## src/rtl/core/wbft_pkg.sv

```systemverilog
// Shared types and constants for the write budget flush trigger unit.
package wbft_pkg;

  // Operation codes of a request.
  localparam logic [2:0] FUNC_RESERVE    = 3'd0;
  localparam logic [2:0] FUNC_FREE       = 3'd1;
  localparam logic [2:0] FUNC_REGISTER   = 3'd2;
  localparam logic [2:0] FUNC_UNREGISTER = 3'd3;
  localparam logic [2:0] FUNC_SHUTDOWN   = 3'd4;

  // Result status codes.
  localparam logic [2:0] STAT_OK        = 3'd0;
  localparam logic [2:0] STAT_NO_ROOM   = 3'd1;
  localparam logic [2:0] STAT_NOT_FOUND = 3'd2;
  localparam logic [2:0] STAT_SHUT_DOWN = 3'd3;
  localparam logic [2:0] STAT_FULL      = 3'd4;

  // Configuration register byte addresses.
  localparam logic [4:0] ADDR_LIMIT  = 5'd0;
  localparam logic [4:0] ADDR_WINDOW = 5'd8;
  localparam logic [4:0] ADDR_FTL    = 5'd16;

  // Register reset values.
  localparam logic [39:0] LIMIT_RST  = 40'd67108864;
  localparam logic [47:0] WINDOW_RST = 48'd1000000000;
  localparam logic [47:0] FTL_RST    = 48'd1000000000;

  // Nanoseconds per second; 1 MiB/s is a shift by RATE_SHIFT.
  localparam logic [47:0] NS_PER_S   = 48'd1000000000;
  localparam int          RATE_SHIFT = 20;

  // Shared multiplier operand and product widths.
  localparam int MUL_W  = 48;
  localparam int PROD_W = 96;

  typedef struct packed {
    logic [2:0]  func;
    logic [7:0]  owner_id;
    logic [39:0] amount;
    logic [47:0] now_ns;
  } wbft_req_t;

  typedef struct packed {
    logic [2:0]  status;
    logic [39:0] usage;
    logic        flush_request;
    logic [7:0]  flush_owner;
    logic [4:0]  candidate_count;
  } wbft_rsp_t;

endpackage

```

## src/rtl/core/wbft_mul.sv

```systemverilog
// Shift-add multiplier that retires one multiplier bit per cycle.
module wbft_mul (
  input  logic                       clk,
  input  logic                       rst_n,
  input  logic                       start,
  input  logic [wbft_pkg::MUL_W-1:0] a,
  input  logic [wbft_pkg::MUL_W-1:0] b,
  output logic                       done,
  output logic [wbft_pkg::PROD_W-1:0] prod
);
  import wbft_pkg::*;

  localparam int CNT_W = $clog2(MUL_W);

  logic              busy_r, busy_nxt;
  logic              done_r, done_nxt;
  logic [CNT_W-1:0]  cnt_r, cnt_nxt;
  logic [MUL_W-1:0]  a_r, a_nxt;
  logic [PROD_W-1:0] acc_r, acc_nxt;
  logic [MUL_W:0]    sum;

  // Add the multiplicand into the upper half when the low bit is set, then shift right.
  always_comb begin
    busy_nxt = busy_r;
    done_nxt = 1'b0;
    cnt_nxt  = cnt_r;
    a_nxt    = a_r;
    acc_nxt  = acc_r;
    sum      = {1'b0, acc_r[PROD_W-1:MUL_W]} + (acc_r[0] ? {1'b0, a_r} : '0);
    if (start && !busy_r) begin
      busy_nxt = 1'b1;
      cnt_nxt  = '0;
      a_nxt    = a;
      acc_nxt  = {{MUL_W{1'b0}}, b};
    end else if (busy_r) begin
      acc_nxt = {sum, acc_r[MUL_W-1:1]};
      cnt_nxt = cnt_r + 1'b1;
      if (cnt_r == CNT_W'(MUL_W - 1)) begin
        busy_nxt = 1'b0;
        done_nxt = 1'b1;
      end
    end
  end

  always_ff @(posedge clk) begin
    a_r   <= a_nxt;
    acc_r <= acc_nxt;
    cnt_r <= cnt_nxt;
    if (!rst_n) begin
      busy_r <= 1'b0;
      done_r <= 1'b0;
    end else begin
      busy_r <= busy_nxt;
      done_r <= done_nxt;
    end
  end

  assign done = done_r;
  assign prod = acc_r;

endmodule

```

## config.mk

```make
export PLATFORM = sky130hd
export DESIGN_NAME = wbft_mul
export DESIGN_NICKNAME = d
export VERILOG_FILES = /design/src/rtl/core/wbft_pkg.sv /design/src/rtl/core/wbft_mul.sv
export SDC_FILE = /design/constraint.sdc
export NUM_CORES = 1
export LEC_CHECK = 0
export BUFFER_PORTS_ARGS = -buffer_cell sky130_fd_sc_hd__buf_2
export CAP_MARGIN = 20
export CORE_MARGIN = 10
export CORE_UTILIZATION = 56
export CTS_BUF_LIST = sky130_fd_sc_hd__clkbuf_8
export CTS_CLUSTER_SIZE = 14
export DETAILED_ROUTE_END_ITERATION = 8
export PLACE_DENSITY = 0.85
export SLEW_MARGIN = 20
export SYNTH_ARGS = -nofsm -noshare
export SYNTH_HDL_FRONTEND = slang
export SYNTH_SLANG_ARGS = --single-unit
```

## constraint.sdc

```tcl
create_clock -name clk -period 4.2 [get_ports clk]
set_input_delay 0.21 -clock clk [delete_from_list [all_inputs] [get_ports clk]]
set_output_delay 0.21 -clock clk [all_outputs]
set_load 0.03 [all_outputs]
```

# Word-level counts from Yosys, hierarchy flattened
# Index checks and enable logic that the tools add are counted.
classes:
  bitwise_logic: 2
  eq_ne: 1
  n_addsub: 2
  n_reduce_logical: 4
  n_mux: 7
op_table:
  columns: ["cell", "count"]
  rows:
  - ["2-to-1 mux 48 bit", 3]
  - ["adder 48 x 48 -> 49 bit", 1]
  - ["adder 6 x 1 -> 6 bit (second input constant)", 1]
  - ["== test 6 bit (second input constant)", 1]
  - ["2-to-1 mux 1 bit", 4]
  - ["OR reduction 3 bit", 1]
  - ["inverter 1 bit", 2]
  - ["nonzero test 2 bit", 1]
  - ["logical AND 1 bit", 1]
  - ["zero test 1 bit", 1]
totals:
  regBits: 152

# Longest topological paths before layout
depth:
  ltp_word: 4
  ltp_mapped: 13
  mapped_depth_nobuf: 11

# Least setup slack after synthesis
# Ideal clock, no wire load.
synth_path:
  kind: "register to register"
  from: "reg acc_r[0], in the netlist prod[0]"
  to: "reg acc_r[89], in the netlist prod[89]"
  setup_time_ns: 0.120
  n_path_buf: 2
  setup_slack_ns: 0.987
  stages_incl_launch_ff: 14
  required_ns: 4.080
  t_arrival_ns: 3.093
  cell_sequence: "edfxtp_1 > clkbuf_1 > clkbuf_1 > and2_1 > ha_1 > fa_1 > a21oi_1 > o21ai_1 > a211oi_2 > o21ai_2 > o21ai_2 > a21oi_1 > mux2i_1 > a211o_1"
synth_via:
  elab_chain_cells: 2
synth_rtl:
  columns: ["item", "line", "text"]
  rows:
  - ["from (decl)", "wbft_mul.sv:19", "logic [PROD_W-1:0] acc_r, acc_nxt;"]
  - ["from (signal assigned)", "wbft_mul.sv:47", "acc_r <= acc_nxt;"]
  - ["2-to-1 mux 48 bit", "wbft_mul.sv:29", "sum = {1'b0, acc_r[PROD_W-1:MUL_W]} + (acc_r[0] ? {1'b0, a_r} : '0);"]
  - ["adder 48 x 48 -> 49 bit", "wbft_mul.sv:29", null]
# No other way between the ends.
# A chain may end at the register's enable or synchronous reset.

# Worst setup path in the final report
layout_path:
  from: "reg acc_r[0], in the netlist prod[0]"
  to: "reg acc_r[94], in the netlist prod[94]"
# The elaborated chain is that of the path after synthesis.

==> metrics.yaml <==
drive_above_1_share: 0.294
num_rows: 45
cts_tree: "built"
async_flop_share: 0
crit_path_start_kind: "register"
leakage_nw: 4.46
synth.avg_cell_area_um2: 10.4
netlist_area_mm2: 0.00855
status: "finished clean"
drv_slew: 0
p_int_w: 0.00302
hpwl_um: 16800
post_cts_buffers: 0
clock-sinks: 152
clk_pin_slew_ps: 100
grt_overflow_total: 0
critical_path_class: "reg -> reg"
die_y_um: 144
place_congestion: 0.920
wl_per_cell_um: 18.1
antenna_found_initial: 0
period_minus_slack_ps: 3500
grt_pass1_wl_um: 36200
start_util: 0.566
grt_use_total: 0.222
clock_skew_ps: 22.7
synth_seq_area_share: 0.469
tightest_slew_ps: 878
dr.pass1.iters: 5
fillers: 1167
yosys_warnings: 0
synth_ff_type: "edfxtp_1"
core_mm2: 0.0151
synth_nets: 968
via_count: 7025
cap_violations: 0
setup.worst_path.end_class: "register"
p_switching_w: 0.00190
route.detailed.drc: 0
diodes: 0
combPwrFrac: 0.364
layout.nets: 1200
insertion_delay_ps: 470
fin_tns_setup_ps: 0
area_growth_pct: 23.4
power_frac_seq: 0.400
grt_pass1_vias: 7257
cts_inserted_buffers: 17
io_buffer_count: 195
grt_max_degree: 54
p_sw_frac: 0.386
clockBufferDepth: 2
fin_crit_sh: 0.834
setup_violations: 0
p_per_area_mw_per_mm2: 467
cp_max_fo: 30
drtIter0Drc: 449
fin_hold_ws_ps: 37.9
required_ps: 4560
die_area_mm2: 0.0206
hp-class: "in -> reg"
ys_seq_elements: 152
clockPowerShare: 0.236
fmax_mhz: 285
io_pins: 196
viasPerCell: 5.61
ir_drop_uv: 429
synth_cells: 819
synth_edf_count: 96
ctsResizeCount: 0
ys_types: 69
max_slew_margin: 0.413
clockRootBuffer: "clkbuf_8"
hold_viol: 0
routed_wl_um: 22600
die_w_um: 144
htreeDepth: 4
ctsHoldBuffers: 49
antenna_left: 0
crit_arrival_ps: 3870
rsz0062_at_grt: "false"
## worst max-delay path, stage by stage, from the launching register on
cell and delay (ps):
edfxtp_1 710, buf_4 340, and2_1 160, ha_1 410, nand4_1 210, nor3_2 290
nand3_2 150, nor4_4 380, o31ai_2 110, a31oi_1 260, nor4b_1 90, a211o_1 280
## cell usage after synthesis, drive strengths merged (2+ instances only)
cell | count | share of area
a2111oi | 2 | 0.0064
a211o | 4 | 0.0041
a211oi | 9 | 0.010
a21o | 23 | 0.020
a21oi | 53 | 0.034
a221oi | 3 | 0.0031
a22o | 2 | 0.0021
a31oi | 4 | 0.0029
a41oi | 2 | 0.0029
and2 | 49 | 0.036
and3 | 6 | 0.0050
buf | 14 | 0.011
clkbuf | 26 | 0.011
dfxtp | 56 | 0.13
edfxtp | 96 | 0.34
ha | 49 | 0.072
inv | 16 | 0.0070
mux2 | 49 | 0.065
mux2i | 2 | 0.0023
nand2 | 96 | 0.042
nand2b | 4 | 0.0029
nand3 | 12 | 0.0076
nand4 | 14 | 0.010
nor2 | 39 | 0.017
nor3 | 11 | 0.0070
nor3b | 5 | 0.0044
nor4 | 5 | 0.0079
nor4b | 2 | 0.0021
o211ai | 5 | 0.0044
o21a | 3 | 0.0026
o21ai | 75 | 0.045
o21bai | 8 | 0.0070
o221ai | 2 | 0.0021
o22ai | 7 | 0.0051
o31ai | 4 | 0.0047
or2 | 3 | 0.0022
or3 | 3 | 0.0022
xnor2 | 22 | 0.023
xor2 | 21 | 0.022
## cell families (layout without fill, tap and decap cells)
kind of cell	Yosys count	after routing	synth area share
and+or+nand+nor	251	251	0.149
adders and majority gates	50	50	0.0741
DFF	152	152	0.469
buffers and inverters	57	302	0.0303
muxes	51	51	0.0669
xor gates and xnor gates	43	43	0.0441
AOI/OAI and AO/OA	215	215	0.167
## path summary, 6_finish.rpt
kind	cells past startpoint	to	start	slack, ps
worst min-delay path	2	prod[0]	b[0]	40
worst max-delay path	11	prod[94]	prod[0]	700
worst max register to register	11	prod[94]	prod[0]	700
worst min register to register	2	prod[65]	prod[65]	470
## state kept, by name, indices dropped and copies added (netlist names)
| register | count |
|---|---|
| prod | 96 |
| a_r | 48 |
| cnt_r | 6 |
| busy_r | 1 |
| done | 1 |
## area by class of cell
| cell class | instances | area, um^2 | share of cell area |
|---|---|---|---|
| tap | 188 | 235 | 0.0223 |
| clock buffer | 18 | 248 | 0.0235 |
| clock inverter | 14 | 161 | 0.0153 |
| sequential | 152 | 4000 | 0.380 |
| inverter | 17 | 63.8 | 0.00605 |
| multi-input combinational | 610 | 4300 | 0.408 |
| timing repair buffer | 253 | 1530 | 0.145 |
## per-stage QoR
step	std cells	power, W	cell area [um^2]	worst slack [ps]	utilization
CTS	1252	0.00495	10500	720	0.699
finish	1252	0.00492	10500	697	0.699
floorplan	819	0.00328	8550	987	-
detailed placement	1171	0.00374	9640	752	0.639
global route	1252	0.00520	10500	403	0.699
global placement	1171	0.00372	9640	820	0.639
## metal layers
metal,track usage,vias to the layer above,routed length (um)
met5,0,-,0
met4,0.0629,0,436
met3,0.0960,33,2180
met2,0.370,235,10800
met1,0.253,3287,9200
li1,-,3470,-
## power by group through the flow
stage / Combinational (W) / Clock [W] / Sequential, W
floorplan: 0.000970 / 0 / 0.00231
detailed placement: 0.00175 / 0 / 0.00200
global route: 0.00195 / 0.00124 / 0.00200
CTS: 0.00179 / 0.00119 / 0.00197
finish: 0.00179 / 0.00116 / 0.00197
global placement: 0.00173 / 0 / 0.00199
## cells in the final DEF (no fill, tap or decap), drive strengths merged, types with 22 or more instances in the layout
| master | instances |
|---|---|
| a21o | 23 |
| a21oi | 53 |
| and2 | 49 |
| buf | 204 |
| dfxtp | 56 |
| dlygate4sd3 | 49 |
| edfxtp | 96 |
| ha | 49 |
| mux2 | 49 |
| nand2 | 96 |
| nor2 | 39 |
| o21ai | 75 |
| xnor2 | 22 |
Power figures use the tool's default switching activity.
