**src/rtl/core/wbft_ram.sv**
```systemverilog
// Generic simple dual-port RAM with registered read data.
module wbft_ram #(
  parameter int WIDTH = 8,
  parameter int DEPTH = 16,
  parameter int AW    = (DEPTH > 1) ? $clog2(DEPTH) : 1
) (
  input  logic             clk,
  input  logic             we,
  input  logic [AW-1:0]    waddr,
  input  logic [WIDTH-1:0] wdata,
  input  logic [AW-1:0]    raddr,
  output logic [WIDTH-1:0] rdata
);

  logic [WIDTH-1:0] mem [DEPTH];
  logic [WIDTH-1:0] rdata_r;

  // Write port and registered read port.
  always_ff @(posedge clk) begin
    if (we) begin
      mem[waddr] <= wdata;
    end
    rdata_r <= mem[raddr];
  end

  assign rdata = rdata_r;

endmodule

```
**config.mk**
```make
export PLATFORM = sky130hd
export DESIGN_NAME = wbft_ram
export DESIGN_NICKNAME = d
export VERILOG_FILES = /design/src/rtl/core/wbft_ram.sv
export SDC_FILE = /design/constraint.sdc
export NUM_CORES = 1
export LEC_CHECK = 0
export ABC_AREA = 1
export CAP_MARGIN = 25
export CORE_MARGIN = 2
export CORE_UTILIZATION = 54
export CTS_CLUSTER_DIAMETER = 40
export DETAILED_ROUTE_END_ITERATION = 16
export DONT_BUFFER_PORTS = 1
export PLACE_DENSITY = 0.68
export SYNTH_ARGS = -nofsm -noshare
export SYNTH_HDL_FRONTEND = slang
export SYNTH_SLANG_ARGS = --single-unit
```
**constraint.sdc**
```tcl
create_clock -name clk -period 1.3 [get_ports clk]
set_clock_uncertainty 0.05 [all_clocks]
set_input_delay 0.13 -clock clk [delete_from_list [all_inputs] [get_ports clk]]
set_output_delay 0.13 -clock clk [all_outputs]
set_load 0.005 [all_outputs]
```
[Word-level counts from Yosys, hierarchy flattened]
Memories as Yosys holds them, arrays and structs flattened. A register that Yosys moved wholly into a read port is not among the register bits.
Cells that the tools add are included.
Word-level totals
  register bits after elaboration: 0
  latch bits: 0
  RAM bits: 128
  bits in read-only memories: 0
  memories kept: 1
Memories
  mem: depth 16, bits a word 8, rd ports 1, clocked after Yosys merged registers in 1, write ports 1, RTL line 15  | logic [WIDTH-1:0] mem [DEPTH];
Cells by class
  add/subtract/negate cells: 0
  multipliers: 0
  divide/modulo/power cells: 0
  order comparisons: 0
  equal/unequal tests: 0
  shift operators: 0
  mux-type cells: 2
  bitwise gates (word level): 0
  reduce and logical (&&, ||, !) cells: 0
Operator list (count)
  2-to-1 mux 1 bit: 2

[Longest topological paths before layout]
Gate-level depths: netlist (run 1).
  depth after elaboration: 2
  mapped depth: 8
  depth with buffers taken out: 7

[Worst setup path before layout (run 1)]
OpenSTA, ideal clock, no wires.
  path type: input-to-reg
  start: input port waddr[2]
  end: memory mem[10][0], enable pin
  setup time: 0.370 ns
  arrival: 0.711 ns
  data required time: 0.880 ns
  slack: 0.169 ns
  stages: 2
  cells stage by stage: nand3b_1 > nor2_1
RTL lines
  start: declaration: RTL line 9  | input logic [AW-1:0] waddr,
  end: declaration: RTL line 15
Straight into the memory's write port.

==> flow_summary.toml, run 1 <==
[outcome]
run_status = "finished with violations"
violations = "hold timing"

[critical_path]
r2r_slack_ns = 0.19
crit_arrival_ns = 1.57
startpoint_type = "input pin"
worst-path-max-fanout = 16
reg2reg_depth = 6
crit_type = "input pin to flip-flop"
end_kind = "flip-flop"
required_ns = 1.67

[logic_synthesis]
synth-main-ff-cell = "edfxtp_1"
ys_seq_area_frac = 0.694
syn_inst = 551
syn_nets = 569
synth_top_area_share = 0.667
yosys.area.top_type = "edfxtp_1"
synth-edff-count = 128
yosysMostFrequentCell = "nand2_1"
synthTopCellsByCount = "nand2_1, edfxtp_1, inv_1, nand3_1, nor2_1"
synth_cell_types = 12
syn_area_um2 = 5770
ys_ff_latch = 136
syn_area_per_cell_um2 = 10.5
synthTopCellsByArea = "edfxtp_1, nand2_1, nand3_1, inv_1, dfxtp_1"
yosysWarnings = 0
synth-async-reset-ratio = 0

[place]
dp_hpwl_mm = 7.97
globalplace.congestion = 0.888
place_ws_ns = 0.121
io_buffers = 0
place_area_um2 = 5950

[global_route]
gr-usage-met3 = 0.0841
grt.total_usage = 0.255
antenna_found_initial = 1
grt_max_degree = 66
overflow = 0
grt_pass1_wl_mm = 20.9
grt_use_met2 = 0.381
grt.busiest_layer = "met2"
grt_pass1_vias = 3728
grt_use_met1 = 0.355

[worst_hold_path]
whs_path_depth = 6
holdCritPathClass = "input pin to flip-flop"

[final_layout]
area_growth_pct = 16.7
num_antenna_cells = 0
fin_util = 0.649
layout-drive-gt1-share = 0.0961
fin_area_um2 = 6730
nets = 598

[sta]
relSlewSlack = 0.417
finalHoldViolCount = 8
tns_ns = 0
whs_ns = -0.0580
post-route-period-util = 0.923
fmax_ghz = 0.834
rsz0062_at_grt = "false"
setup_viol = 0
worst_pin_slew_ns = 0.872
finalCriticalPeriod_ns = 1.20
final_max_slew_viol_count = 0
worst_slack_ns = 0.100

[detailed_routing]
firstDrtPassIters = 5
vias = 3847
wl_mm = 13.6
drt_iter0_drc = 299
wire_per_inst_um = 18.6
route.detailed.drc = 0
ant_nets = 0
viasPerCell = 5.28

[clock_network]
ctsResizeCount = 0
cts.sinks = 136
clk_latency_ns = 0.53
cts.path.max_buffers = 2
cts_made_buffers = 17
cts_tree = "yes"
clk_pin_slew_worst_paths_ns = 0.06
htree_levels = 4
cts-root-buf = "clkbuf_8"

[power_and_ir_drop]
leakage_uw = 0.00290
power.density_nw_per_um2 = 1580
vdd_ir_drop_max_v = 0.000813
total_power_uw = 10700

[floorplan]
initial_core_util = 0.556
ios = 26
dieArea_um2 = 11500
die_w_um = 107
core_area_um2 = 10400
num_rows = 37
die_h_um = 107

[flow_run]
maxCapViolCount = 0
## path summary, 6_finish.rpt
kind | endpoint | from
worst max-delay path | rdata[6] | raddr[2]
worst min-delay path | rdata[5] | raddr[0]
worst max register to register | rdata[7] | mem[6][7]
worst min register to register | rdata[7] | mem[14][7]
## per-layer routing
metal | vias up | part of all wire
met1 | 1782 | 0.42
li1 | 1839 | -
met5 | - | 0.0010
met3 | 19 | 0.11
met4 | 2 | 0.013
met2 | 205 | 0.46
## area by class of cell
type,instances,area [µm²]
clock inverters,15,225
well taps,136,170
inverters,102,383
repair buffers,34,318
flip-flops and latches,136,4000
fillers,819,3640
clock buffers,17,414
multi-input cells,289,1210
## worst max-delay path, stage by stage
cell,delay (ns)
dlygate4sd3_1,1.03
nand3_1,0.22
nand3_1,0.13
nand2_1,0.06
## metrics by stage
| step | hold WS [ns] | std cells |
|---|---|---|
| floorplan | 0.179 | 551 |
| global placement | 0.180 | 685 |
| detailed placement | 0.180 | 685 |
| CTS | -0.120 | 728 |
| global route | 0.00165 | 729 |
| finish | -0.0580 | 729 |
## cells by family (layout without fill, tap and decap cells)
logic type | Yosys count | in the layout | synth area share
and+or+nand+nor | 289 | 289 | 0.210
buffers and inverters | 126 | 168 | 0.0952
DFF | 136 | 136 | 0.694
## state kept, by name, indices dropped and copies added (netlist names)
register	flops
rdata	8
mem	128
## layout by cell type (no fill, tap or decap), drive strengths merged
cell	n
inv	104
dfxtp	8
nand3	97
nor2	17
nand2	173
buf	24
dlygate4sd3	10
clkinv	5
bufinv	5
clkbuf	17
clkinvlp	3
nand3b	2
edfxtp	128
## repair_timing
| item | CTS | global route |
|---|---|---|
| hold buffers | 11 | 1 |
| hold endpoints to repair | 136 | 8 |
| buffers inserted | 0 | 0 |
## report_power, final
group          total, µW  internal, µW  switching [µW]
registers           4940          4900            36.6
logic                559           174             385
clock network       5150          3320            1840
No activity file was read; power rests on OpenSTA's default activity.
==> run 2: changes to the inputs <==
--- a/config.mk
+++ b/config.mk
@@ -7,12 +7,14 @@
 export LEC_CHECK = 0
 export ABC_AREA = 1
 export CAP_MARGIN = 25
+export CELL_PAD_IN_SITES_DETAIL_PLACEMENT = 0
+export CELL_PAD_IN_SITES_GLOBAL_PLACEMENT = 1
 export CORE_MARGIN = 2
-export CORE_UTILIZATION = 54
+export CORE_UTILIZATION = 50
 export CTS_CLUSTER_DIAMETER = 40
 export DETAILED_ROUTE_END_ITERATION = 16
 export DONT_BUFFER_PORTS = 1
-export PLACE_DENSITY = 0.68
+export PLACE_DENSITY = 0.77
 export SYNTH_ARGS = -nofsm -noshare
 export SYNTH_HDL_FRONTEND = slang
 export SYNTH_SLANG_ARGS = --single-unit
==> run 2 against run 1 <==
The flow still finishes with violations (hold timing). Design area grew 0.17%. Core utilization shrank 5.3 points. Sequential share of layout area shrank 0.099 points. Total power grew 1.7%. Non-clock buffer count shrank 4. Via count shrank 3.5%.
==> flow_summary.toml, run 2 (synthesized netlist as in run 1, its figures left out) <==
[power_and_ir_drop]
leakage_uw = 0.00291
vdd_ir_drop_max_v = 0.00101
power.density_nw_per_um2 = 1610
pwr-share-clk = 0.496
p_sw_frac = 0.196
comb_power_share = 0.047
switching_power_uw = 2120
internal-power_uw = 8720
p_seq_frac = 0.457

[sta]
worst_pin_slew_ns = 0.819
final_max_slew_viol_count = 0
relSlewSlack = 0.452
tns_ns = 0
rsz0062_at_grt = "false"
finalHoldViolCount = 8
setup_viol = 0
worst_slack_ns = 0.140
post-route-period-util = 0.892
whs_ns = -0.116
finalCriticalPeriod_ns = 1.16
fmax_ghz = 0.862

[critical_path]
crit_arrival_ns = 1.21
critPathTopFamily = "buffers and inverters"
worst-path-max-fanout = 16
end_kind = "flip-flop"
worstPathCellList = "dlygate4sd3_1"
crit_slowest_cell = "dlygate4sd3_1"
crit_type = "input pin to flip-flop"
cp.depth = 1
startpoint_type = "input pin"
reg2reg_depth = 6
crit_path_max_incr_delay_ns = 1.07
required_ns = 1.35
crit_buf_inv = 1

[outcome]
run_status = "finished with violations"
violations = "hold timing"

[place]
place_ws_ns = 0.164
globalplace.congestion = 0.821
dp_hpwl_mm = 7.82
io_buffers = 0
place_area_um2 = 5970

[floorplan]
dieArea_um2 = 12400
initial_core_util = 0.509
die_w_um = 111
core_area_um2 = 11300
ios = 26
num_rows = 39
die_h_um = 111

[clock_network]
cts_made_buffers = 17
htree_levels = 4
cts-root-buf = "clkbuf_16"
clk_pin_slew_worst_paths_ns = 0.05
cts_tree = "yes"
cts.sinks = 136
postCtsHoldBufs = 10
cts.path.max_buffers = 2
clk_latency_ns = 0.42

[detailed_routing]
wl_mm = 13.0
viasPerCell = 5.07
route.detailed.drc = 0
ant_nets = 0
firstDrtPassIters = 5
vias = 3712
wire_per_inst_um = 17.8
drt_iter0_drc = 340

[final_layout]
area_growth_pct = 16.9
nets = 594
fin_area_um2 = 6740
largest_register_ffs = 128
layout-drive-gt1-share = 0.0883
regMostFlops = "mem"
fillers = 966
fin_util = 0.595
most-common-layout-cells = "nand2_1, edfxtp_1, inv_1"
num_antenna_cells = 0
layout_commonest_cell = "nand2_1"

[global_route]
grt_max_degree = 66
overflow = 0
grt.total_usage = 0.225
antenna_found_initial = 0
grt_pass1_wl_mm = 20.6
grt_pass1_vias = 3654

[flow_run]
maxCapViolCount = 0

[worst_hold_path]
holdCritPathClass = "input pin to flip-flop"
whs_path_depth = 3
## run 2: changes by cell type in the layout (fill, tap and decap cells not counted), sizes merged
cell          before  now
clkbuf            17   20
dlygate4sd3       10    9
bufinv             5    6
inv              104  102
buf               24   20
clkinvlp           3    2
clkinv             5    4
dlymetal6s4s       0    1
## run 2: final cells by class
class,count,area [µm²],share of cell area
inverter,102,383,0.0568
tap,143,179,0.0266
clock inverter,12,223,0.0330
clock buffer,20,447,0.0663
sequential,136,4000,0.594
timing repair buffer,30,290,0.0431
multi-input combinational,289,1210,0.180
## run 2: power by group through the flow
stage               logic (µW)  clock network (µW)  registers, µW
floorplan                  346                   0           5020
global placement           396                   0           5040
detailed placement         398                   0           5040
CTS                        513                5450           4950
global route               570                5650           4960
finish                     509                5380           4950
## run 2: routing by layer
layer	part of all wire	routed length, µm	global-route usage
met5	0	0	0
met4	0.013	170	0.0658
met3	0.073	957	0.0550
met2	0.47	6110	0.349
met1	0.45	5820	0.320
## run 2: final timing paths
kind	slack (ns)	end	from
max	0.14	mem[0][3]	wdata[3]
max reg2reg	0.19	rdata[1]	mem[10][1]
min reg2reg	0.61	rdata[1]	mem[2][1]
min	-0.12	rdata[2]	raddr[2]
## run 2: worst reg2reg max path, cell delays in order, from the launching register on
cell	delay (ns)
edfxtp_1	0.38
inv_1	0.07
nand2_1	0.05
nand3_1	0.11
nand3_1	0.13
nand3_1	0.15
nand2_1	0.06
## run 2: timing repair
| item | 4_1_cts | 5_1_grt |
|---|---|---|
| endpoints found under the setup margin | 0 | 6 |
| endpoints found under the hold margin | 136 | 8 |
| gates resized for setup | 0 | 1 |
| setup buffers | 0 | 0 |
## run 2: through the flow
step | std cells | total power (µW) | hold slack (ns)
2_1_floorplan | 551 | 5370 | 0.179
3_3_place_gp | 690 | 5430 | 0.180
3_5_place_dp | 690 | 5440 | 0.180
4_1_cts | 732 | 10900 | -0.126
5_1_grt | 732 | 11200 | -0.0868
6_report | 732 | 10800 | -0.116
==> run 3: changes to the inputs <==
--- a/config.mk
+++ b/config.mk
@@ -9,12 +9,13 @@
 export CAP_MARGIN = 25
 export CELL_PAD_IN_SITES_DETAIL_PLACEMENT = 0
 export CELL_PAD_IN_SITES_GLOBAL_PLACEMENT = 1
+export CORE_ASPECT_RATIO = 1.1
 export CORE_MARGIN = 2
 export CORE_UTILIZATION = 50
 export CTS_CLUSTER_DIAMETER = 40
 export DETAILED_ROUTE_END_ITERATION = 16
 export DONT_BUFFER_PORTS = 1
-export PLACE_DENSITY = 0.77
+export PLACE_DENSITY_LB_ADDON = 0.05
 export SYNTH_ARGS = -nofsm -noshare
 export SYNTH_HDL_FRONTEND = slang
 export SYNTH_SLANG_ARGS = --single-unit
==> constraint.sdc (replaced) <==
create_clock -name clk -period 1.1 [get_ports clk]
set_clock_uncertainty 0.05 [all_clocks]
set_input_delay 0.11 -clock clk [delete_from_list [all_inputs] [get_ports clk]]
set_output_delay 0.11 -clock clk [all_outputs]
set_load 0.005 [all_outputs]
==> run 3 against run 2 <==
The flow still finishes with violations (hold timing). Sequential share of layout area decreased by 0.27 points. Global-route usage increased by 0.72 points. Combinational power increased by 20%. Critical path depth unchanged. Die area about the same. Design area increased by 0.46%. Sequential power increased by 18%. Final cell count increased by 1.1%.
==> flow_summary.toml, run 3 (synthesized netlist as in run 1, its figures left out) <==
[floorplan]
dieArea_um2 = 12400
ios = 26
die_w_um = 106
die_h_um = 117
num_rows = 41
initial_core_util = 0.509
core_area_um2 = 11300

[final_layout]
largest_register_ffs = 128
most-common-layout-cells = "nand2_1, edfxtp_1, inv_1"
fillers = 992
layout_commonest_cell = "nand2_1"
layout-drive-gt1-share = 0.102
nets = 595
regMostFlops = "mem"
area_growth_pct = 17.4
num_antenna_cells = 0

[critical_path]
rr_startpoint = "mem[10][6]"
worstPathCellList = "dlygate4sd3_1"
crit_type = "input pin to flip-flop"
critPathTopFamily = "buffers and inverters"
startpoint_type = "input pin"
required_ns = 1.15
rr_endpoint = "rdata[6]"
worst-path-max-fanout = 16
reg2reg_depth = 6
crit_arrival_ns = 1.14
crit_buf_inv = 1
cp.depth = 1
crit_path_max_incr_delay_ns = 1.02
end_kind = "flip-flop"
r2r_slack_ns = 0.06
crit_slowest_cell = "dlygate4sd3_1"

[power_and_ir_drop]
p_sw_frac = 0.201
power.density_nw_per_um2 = 1850
p_seq_frac = 0.467
pwr-share-clk = 0.484
leakage_uw = 0.00293
vdd_ir_drop_max_v = 0.00103
switching_power_uw = 2510
comb_power_share = 0.049
internal-power_uw = 9990

[place]
globalplace.congestion = 0.766
place_ws_ns = -0.0993
io_buffers = 0
dp_hpwl_mm = 7.81

[sta]
fmax_ghz = 0.922
post-route-period-util = 0.986
relSlewSlack = 0.479
final_max_slew_viol_count = 0
worst_slack_ns = 0.0153
finalHoldViolCount = 24
rsz0062_at_grt = "false"
finalCriticalPeriod_ns = 1.08
whs_ns = -0.259
worst_pin_slew_ns = 0.781
tns_ns = 0
setup_viol = 0

[detailed_routing]
ant_nets = 0
wire_per_inst_um = 17.7
firstDrtPassIters = 4
route.detailed.drc = 0
drt_iter0_drc = 264
wl_mm = 13.1
vias = 3642
viasPerCell = 4.92

[global_route]
grt_pass1_vias = 3565
overflow = 0
antenna_found_initial = 0
grt.total_usage = 0.232
grt_max_degree = 66
grt_pass1_wl_mm = 20.5

[clock_network]
cts-root-buf = "clkbuf_16"
postCtsSetupBuffers = 0
cts_tree = "yes"
postCtsHoldBufs = 8
clk_latency_ns = 0.41
htree_levels = 4
cts_made_buffers = 17
cts.path.max_buffers = 2
clk_pin_slew_worst_paths_ns = 0.06
cts.sinks = 136

[flow_run]
maxCapViolCount = 0

[worst_hold_path]
whs_endpoint = "mem[10][6]"
holdCritPathClass = "input pin to flip-flop"
hp-start = "wdata[6]"
whs_path_depth = 0

[outcome]
violations = "hold timing"
run_status = "finished with violations"
run 3: changes by cell type in the layout (fill, tap and decap cells not counted):
cell            delta
buf_4              +2
nand3_1            -8
clkinv_4           -1
bufinv_16          -1
dlygate4sd3_1      -4
clkinv_2           -1
clkinv_1           +5
nand3_2            +8
buf_12             +1
clkbuf_8           -1
clkbuf_1           -2
dlymetal6s4s_1     +2
inv_6              +1
run 3: timing repair:
action                                 in CTS  in global routing
gates resized for setup                     0                 11
endpoints found under the hold margin     136                 24
setup endpoints to repair                   0                 28
run 3: layout make-up:
cell class              instances  area, µm²  area share
flip-flops and latches        136       4000       0.591
repair buffers                 31        310      0.0458
clock buffers                  17        425      0.0628
multi-input cells             289       1250       0.185
well taps                     150        188      0.0277
clock inverters                15        206      0.0305
inverters                     102        383      0.0566
run 3: layer usage:
| metal | up-vias | wire length, µm | global-route usage |
|---|---|---|---|
| li1 | 1826 | - | - |
| met1 | 1712 | 6180 | 0.326 |
| met2 | 90 | 6100 | 0.366 |
| met3 | 14 | 714 | 0.0541 |
| met4 | 0 | 140 | 0.0658 |
| met5 | - | 0 | 0 |
run 3: per-stage QoR:
stage | total power (µW) | instances | hold WS, ns | area (µm²) | utilization
floorplan | 6340 | 551 | 0.159 | 5770 | -
global placement | 6440 | 700 | 0.160 | 6010 | 0.530
detailed placement | 6450 | 700 | 0.160 | 6010 | 0.530
CTS | 12600 | 740 | -0.268 | 6720 | 0.593
global route | 12900 | 740 | -0.277 | 6770 | 0.597
finish | 12500 | 740 | -0.259 | 6770 | 0.597
run 3: power groups by stage:
stage / Clock [µW] / Combinational [µW] / Sequential, µW
floorplan: 0 / 409 / 5930
global placement: 0 / 492 / 5950
detailed placement: 0 / 496 / 5950
CTS: 6110 / 604 / 5840
global route: 6380 / 684 / 5850
finish: 6050 / 611 / 5840
run 3: worst max path at each step:
stage | from | endpoint | slack [ns]
finish | wdata[4] | mem[2][4] | 0.02
global route | wdata[0] | mem[9][0] | 0.0008
CTS | wdata[1] | mem[4][1] | 0.003
detailed placement | raddr[0] | rdata[1] | -0.1
global placement | raddr[0] | rdata[1] | -0.08
floorplan | waddr[3] | mem[4][0] | -0.01
